File: config.mk
export PLATFORM = sky130hd
export DESIGN_NAME = dhf_ctrl
export DESIGN_NICKNAME = d
export VERILOG_FILES = /design/src/sv/dhf_pkg.sv /design/src/sv/dhf_ctrl.sv
export SDC_FILE = /design/constraint.sdc
export NUM_CORES = 1
export LEC_CHECK = 0
export ABC_AREA = 0
export BUFFER_PORTS_ARGS = -buffer_cell sky130_fd_sc_hd__buf_2
export CORE_AREA = 4 4 41 43
export CTS_CLUSTER_SIZE = 25
export DETAILED_ROUTE_END_ITERATION = 8
export DIE_AREA = 0 0 45 47
export PLACE_DENSITY_LB_ADDON = 0.15
export SLEW_MARGIN = 25
export SYNTH_ARGS = -nofsm -noshare
export SYNTH_HDL_FRONTEND = slang
export SYNTH_SLANG_ARGS = --single-unit
File: constraint.sdc
create_clock -name i_clk -period 1.4 [get_ports i_clk]
set_clock_uncertainty 0.15 [all_clocks]
set_input_delay 0.28 -clock i_clk [delete_from_list [all_inputs] [get_ports i_clk]]
set_output_delay 0.28 -clock i_clk [all_outputs]
set_load 0.01 [all_outputs]
File: src/sv/dhf_pkg.sv
// Package for the 3x3 depth hole filler.
// Holds register indexes, fixed field widths, the controller state type and
// the command and status structs shared by the controller and the datapath.
package dhf_pkg;

    // Fixed widths of the stream words and of the configuration registers.
    localparam int DEPTH_BITS     = 16;
    localparam int WIDTH_REG_BITS = 11;
    localparam int HEIGHT_BITS    = 13;
    localparam int MIN_BITS       = 4;
    localparam int CFG_DATA_BITS  = 13;
    localparam int CFG_IDX_BITS   = 2;
    localparam int CNT_BITS       = 4;

    // Geometry limits and reset values of the configuration registers.
    localparam logic [HEIGHT_BITS-1:0] HEIGHT_MIN   = 13'd3;
    localparam logic [HEIGHT_BITS-1:0] HEIGHT_MAX   = 13'd4096;
    localparam logic [HEIGHT_BITS-1:0] HEIGHT_RESET = 13'd480;
    localparam logic [MIN_BITS-1:0]    MIN_RESET    = 4'd2;
    localparam int                     WIDTH_MIN    = 3;
    localparam int                     WIDTH_RESET  = 640;

    // Register indexes on the configuration port.
    localparam logic [CFG_IDX_BITS-1:0] REG_IMAGE_WIDTH  = 2'd0;
    localparam logic [CFG_IDX_BITS-1:0] REG_IMAGE_HEIGHT = 2'd1;
    localparam logic [CFG_IDX_BITS-1:0] REG_MIN_VALID    = 2'd2;

    // Controller states.
    typedef enum logic [2:0] {
        ST_IDLE,
        ST_SHIFT,
        ST_SUM1,
        ST_SUM2,
        ST_SUM3,
        ST_DIV,
        ST_OUT
    } t_state;

    // Commands from the controller to the datapath.
    typedef struct packed {
        logic capture;
        logic shift;
        logic sum1;
        logic sum2;
        logic sum3;
        logic div_step;
        logic out_load;
    } t_cmd;

    // Status from the datapath to the controller.
    typedef struct packed {
        logic skip;
        logic emit;
        logic fill;
        logic out_free;
    } t_status;

endpackage

File: src/sv/dhf_ctrl.sv
// Controller of the depth hole filler: steps one word through line read,
// window shift, neighbor sum, optional division and the output register.
// Depends on dhf_pkg for the state type and the command and status structs.
module dhf_ctrl #(
    parameter int PIXEL_BITS = 16
) (
    input  logic              i_clk,
    input  logic              i_rst_n,
    input  logic              i_in_valid,
    input  dhf_pkg::t_status  i_status,
    output logic              o_in_ready,
    output dhf_pkg::t_cmd     o_cmd
);

    // The divider makes one quotient bit per cycle over the whole sum.
    localparam int SUM_BITS  = PIXEL_BITS + 3;
    localparam int STEP_BITS = $clog2(SUM_BITS);
    localparam logic [STEP_BITS-1:0] LAST_STEP = STEP_BITS'(SUM_BITS - 1);

    dhf_pkg::t_state      r_state, n_state;
    logic [STEP_BITS-1:0] r_step, n_step;

    // State and step counter registers.
    always_ff @(posedge i_clk) begin
        if (!i_rst_n) begin
            r_state <= dhf_pkg::ST_IDLE;
            r_step  <= '0;
        end else begin
            r_state <= n_state;
            r_step  <= n_step;
        end
    end

    // Next state and commands.
    always_comb begin
        n_state    = r_state;
        n_step     = r_step;
        o_in_ready = 1'b0;
        o_cmd      = '0;
        case (r_state)
            dhf_pkg::ST_IDLE: begin
                o_in_ready = 1'b1;
                if (i_in_valid) begin
                    o_cmd.capture = 1'b1;
                    if (!i_status.skip) begin
                        n_state = dhf_pkg::ST_SHIFT;
                    end
                end
            end
            dhf_pkg::ST_SHIFT: begin
                o_cmd.shift = 1'b1;
                n_state = i_status.emit ? dhf_pkg::ST_SUM1 : dhf_pkg::ST_IDLE;
            end
            dhf_pkg::ST_SUM1: begin
                o_cmd.sum1 = 1'b1;
                n_state = i_status.fill ? dhf_pkg::ST_SUM2 : dhf_pkg::ST_OUT;
            end
            dhf_pkg::ST_SUM2: begin
                o_cmd.sum2 = 1'b1;
                n_state = dhf_pkg::ST_SUM3;
            end
            dhf_pkg::ST_SUM3: begin
                o_cmd.sum3 = 1'b1;
                n_step  = '0;
                n_state = dhf_pkg::ST_DIV;
            end
            dhf_pkg::ST_DIV: begin
                o_cmd.div_step = 1'b1;
                n_step = r_step + 1'b1;
                if (r_step == LAST_STEP) begin
                    n_state = dhf_pkg::ST_OUT;
                end
            end
            dhf_pkg::ST_OUT: begin
                if (i_status.out_free) begin
                    o_cmd.out_load = 1'b1;
                    n_state = dhf_pkg::ST_IDLE;
                end
            end
            default: begin
                n_state = dhf_pkg::ST_IDLE;
            end
        endcase
    end

endmodule

==> qor.csv <==
stage;metric;value;unit
cells_and_area;fin_nets;100;
sta;slew_headroom;85.8;%
power_and_ir_drop;sequentialPowerShare;45.0;%
global_routing;grt_max_degree;10;
sta;setup_slack;-147;ps
sta;min_period;1550;ps
global_routing;gr-usage-all-layers;14.4;%
worst_hold_path;hp-class;input port to flop;
cells_and_area;final_common_cell;buf_2;
global_routing;grt_pass1_wl;2170;um
sta;hold_slack;116;ps
route;via_per_inst;5.04;
sta;tightestPinTransition;213;ps
floorplanning;start_util;38.9;%
worst_setup_path;r2r_cells;7;
worst_setup_path;r2r_start;r_state[0];
power_and_ir_drop;vdd_drop_max;431;uV
route;drt_pass1_iterations;4;
power_and_ir_drop;cellPowerDensity;705;nW/um2
logic_synthesis;yosysWarningCount;0;
floorplanning;die_h;47;um
logic_synthesis;synth.distinct_cells;29;
worst_setup_path;crit_fanout;6;
worst_setup_path;r2r_slack;-10;ps
placed_design;hpwl;870;um
power_and_ir_drop;p_sw_share;26.1;%
clock_tree;cts_sinks;8;
floorplanning;die_x;45;um
power_and_ir_drop;netSwitchingPower;0.139;mW
logic_synthesis;seq_area_frac_synth;31.6;%
clock_tree;clockBufferDepth;2;
logic_synthesis;synth.avg_cell_area;8.17;um2
route;drt-initial-drc-count;5;
outcome;status;finished, violations left;
route;wl_per_cell;12.0;um
floorplanning;io_pins;15;
cells_and_area;num_antenna_cells;0;
worst_setup_path;cp.depth;4;
sta;timing.final.crit_share;110;%
route;ant_nets;0;
floorplanning;rows;13;
worst_setup_path;cp_slowest_cell;dfxtp_4;
global_routing;grt_pass1_vias;530;
worst_setup_path;crit_end;o_cmd[5];
logic_synthesis;syn-num-nets;71;
sta;setup_viol;7;
sta;clock.fmax;647;MHz
logic_synthesis;ys_ff_latch;8;
outcome;violations;negative setup slack;
worst_setup_path;r2r-end;r_step[2];
global_routing;antenna_found_initial;0;
sta;tns;-513;ps
worst_setup_path;worstSetupStartpointType;flop;
worst_setup_path;crit_start;r_state[1];
worst_setup_path;crit_family;flip-flops;
worst_setup_path;path_cells;buf_4, nand2b_4, nor2_2, buf_2;
cells_and_area;area_growth;48.6;%
sta;drv_slew;0;
worst_setup_path;critical_path_class;flop to output port;
cells_and_area;mostFrequentLayoutCells;buf_2, buf_4, nand2_1;
cells_and_area;fillers;137;
logic_synthesis;synth_cells;62;
worst_setup_path;cp.buffers_inverters;2;
worst_setup_path;cp-end-kind;output port;
route;drc;0;
floorplanning;die_area;2120;um2
clock_tree;htreeDepth;1;
worst_setup_path;slowest_delay;360;ps
placed_design;io_buffers;14;
clock_tree;cts_tree;done;
worst_setup_path;crit_required;970;ps
power_and_ir_drop;intPower;0.392;mW
sta;rsz0062_at_grt;true;
route;num_vias;524;
job;drv_cap;0;
cells_and_area;finish.utilization;57.9;%
power_and_ir_drop;clockPowerShare;33.6;%
power_and_ir_drop;power_leakage;0.360;nW
route;routed_wl;1250;um
cells_and_area;layout-drive-gt1-share;51.7;%
logic_synthesis;synth_area;507;um2
clock_tree;root_buffer;clkbuf_4;
power_and_ir_drop;combPwrFrac;21.4;%
floorplanning;core-area;1300;um2
clock_tree;clk_pin_slew;50;ps
clock_tree;worst_skew_pair.late_latency;250;ps
placed_design;gp_congestion;0.765;
worst_setup_path;critPathArrivalTime;1120;ps
global_routing;grt_remaining_overflow;0;
sta;finalHoldViolations;0;
clock_tree;cts_buffers;3;
power_and_ir_drop;power;0.531;mW
[power by group through the flow]
| stage | clock (mW) | sequential (mW) | combinational [mW] |
|---|---|---|---|
| final | 0.178 | 0.239 | 0.114 |
| after global routing | 0.205 | 0.240 | 0.123 |
| after CTS | 0.186 | 0.240 | 0.107 |
| after detailed placement | 0 | 0.242 | 0.101 |
| after global placement | 0 | 0.241 | 0.100 |
| after floorplan | 0 | 0.243 | 0.0564 |
[cell type report]
type / instances / area, um2 / area share, %
multi-input combinational: 48 / 349 / 46.3
timing repair buffer: 27 / 178 / 23.6
sequential: 8 / 171 / 22.8
clock buffer: 3 / 22.5 / 2.99
tap: 15 / 18.8 / 2.49
inverter: 3 / 13.8 / 1.83
[stage by stage]
step                instances  area, um2  setup WS [ps]
finish                    104        753           -147
global route              104        753           -206
detailed placement         97        666           8.75
floorplan                  62        518           29.0
CTS                       104        724           -150
global placement           97        666           28.2
[layer usage]
metal  vias up  track usage, %  wire length (um)
met5         -               0                 0
li1        275               -                 -
met3         5            2.30                60
met4         0            10.5                38
met2        17            20.9               532
met1       227            19.2               618
[flip-flops by register name (all words and copies together), names as in the netlist]
name	count
r_step	5
r_state	3
[timing repair]
action                     4_1_cts  5_1_grt
pin swaps                        1        2
buffers inserted                 5        0
setup endpoints to repair        8       11
resized for setup                8        9
hold buffers                     0        0
[synthesized netlist by cell type]
cell / n / area, um2
ha_1: 2 / 25.0
a21oi_1: 4 / 20.0
nand3b_1: 1 / 7.51
or3b_1: 1 / 8.76
or3_1: 2 / 12.5
and3_1: 1 / 6.26
nand2b_2: 1 / 8.76
inv_2: 1 / 3.75
dfxtp_1: 8 / 160
a31oi_1: 2 / 12.5
o21ai_0: 1 / 5.00
and2_1: 1 / 6.26
o211ai_1: 3 / 22.5
o22ai_1: 1 / 6.26
and4b_1: 1 / 10.0
nand4bb_1: 1 / 11.3
nand3b_4: 1 / 20.0
buf_6: 1 / 11.3
nor3_1: 1 / 5.00
a21bo_2: 1 / 10.0
nor2b_1: 2 / 12.5
nand3_1: 5 / 25.0
nand2_1: 7 / 26.3
nand2b_1: 2 / 12.5
nor2_1: 5 / 18.8
nor3b_2: 1 / 12.5
and3b_1: 1 / 8.76
inv_1: 2 / 7.51
buf_2: 2 / 10.0
[worst reg2reg max path, cell delays in order (launching register included)]
cell     delay [ps]
dfxtp_2         320
buf_6           130
buf_4           130
buf_4           140
buf_4           130
nor2b_1         120
o21ai_1         110
a21oi_1          70
[worst min path at each step]
| stage | start | to | slack [ps] | cells after the start |
|---|---|---|---|---|
| final | i_rst_n | r_state[2] | 120 | 3 |
| after global placement | r_step[4] | r_step[4] | 360 | 2 |
| after CTS | i_rst_n | r_state[2] | 110 | 3 |
| after detailed placement | r_step[2] | r_step[2] | 360 | 2 |
| after floorplan | i_rst_n | r_state[2] | 240 | 2 |
| after global routing | i_rst_n | r_state[2] | 120 | 3 |
[cells by family after synthesis]
logic type / synth area share (%)
simple gates: 42.0
compound gates: 15.1
flops: 31.6
buf+inv: 6.42
fa+ha+maj: 4.94
No activity file was read; power rests on OpenSTA's default activity.
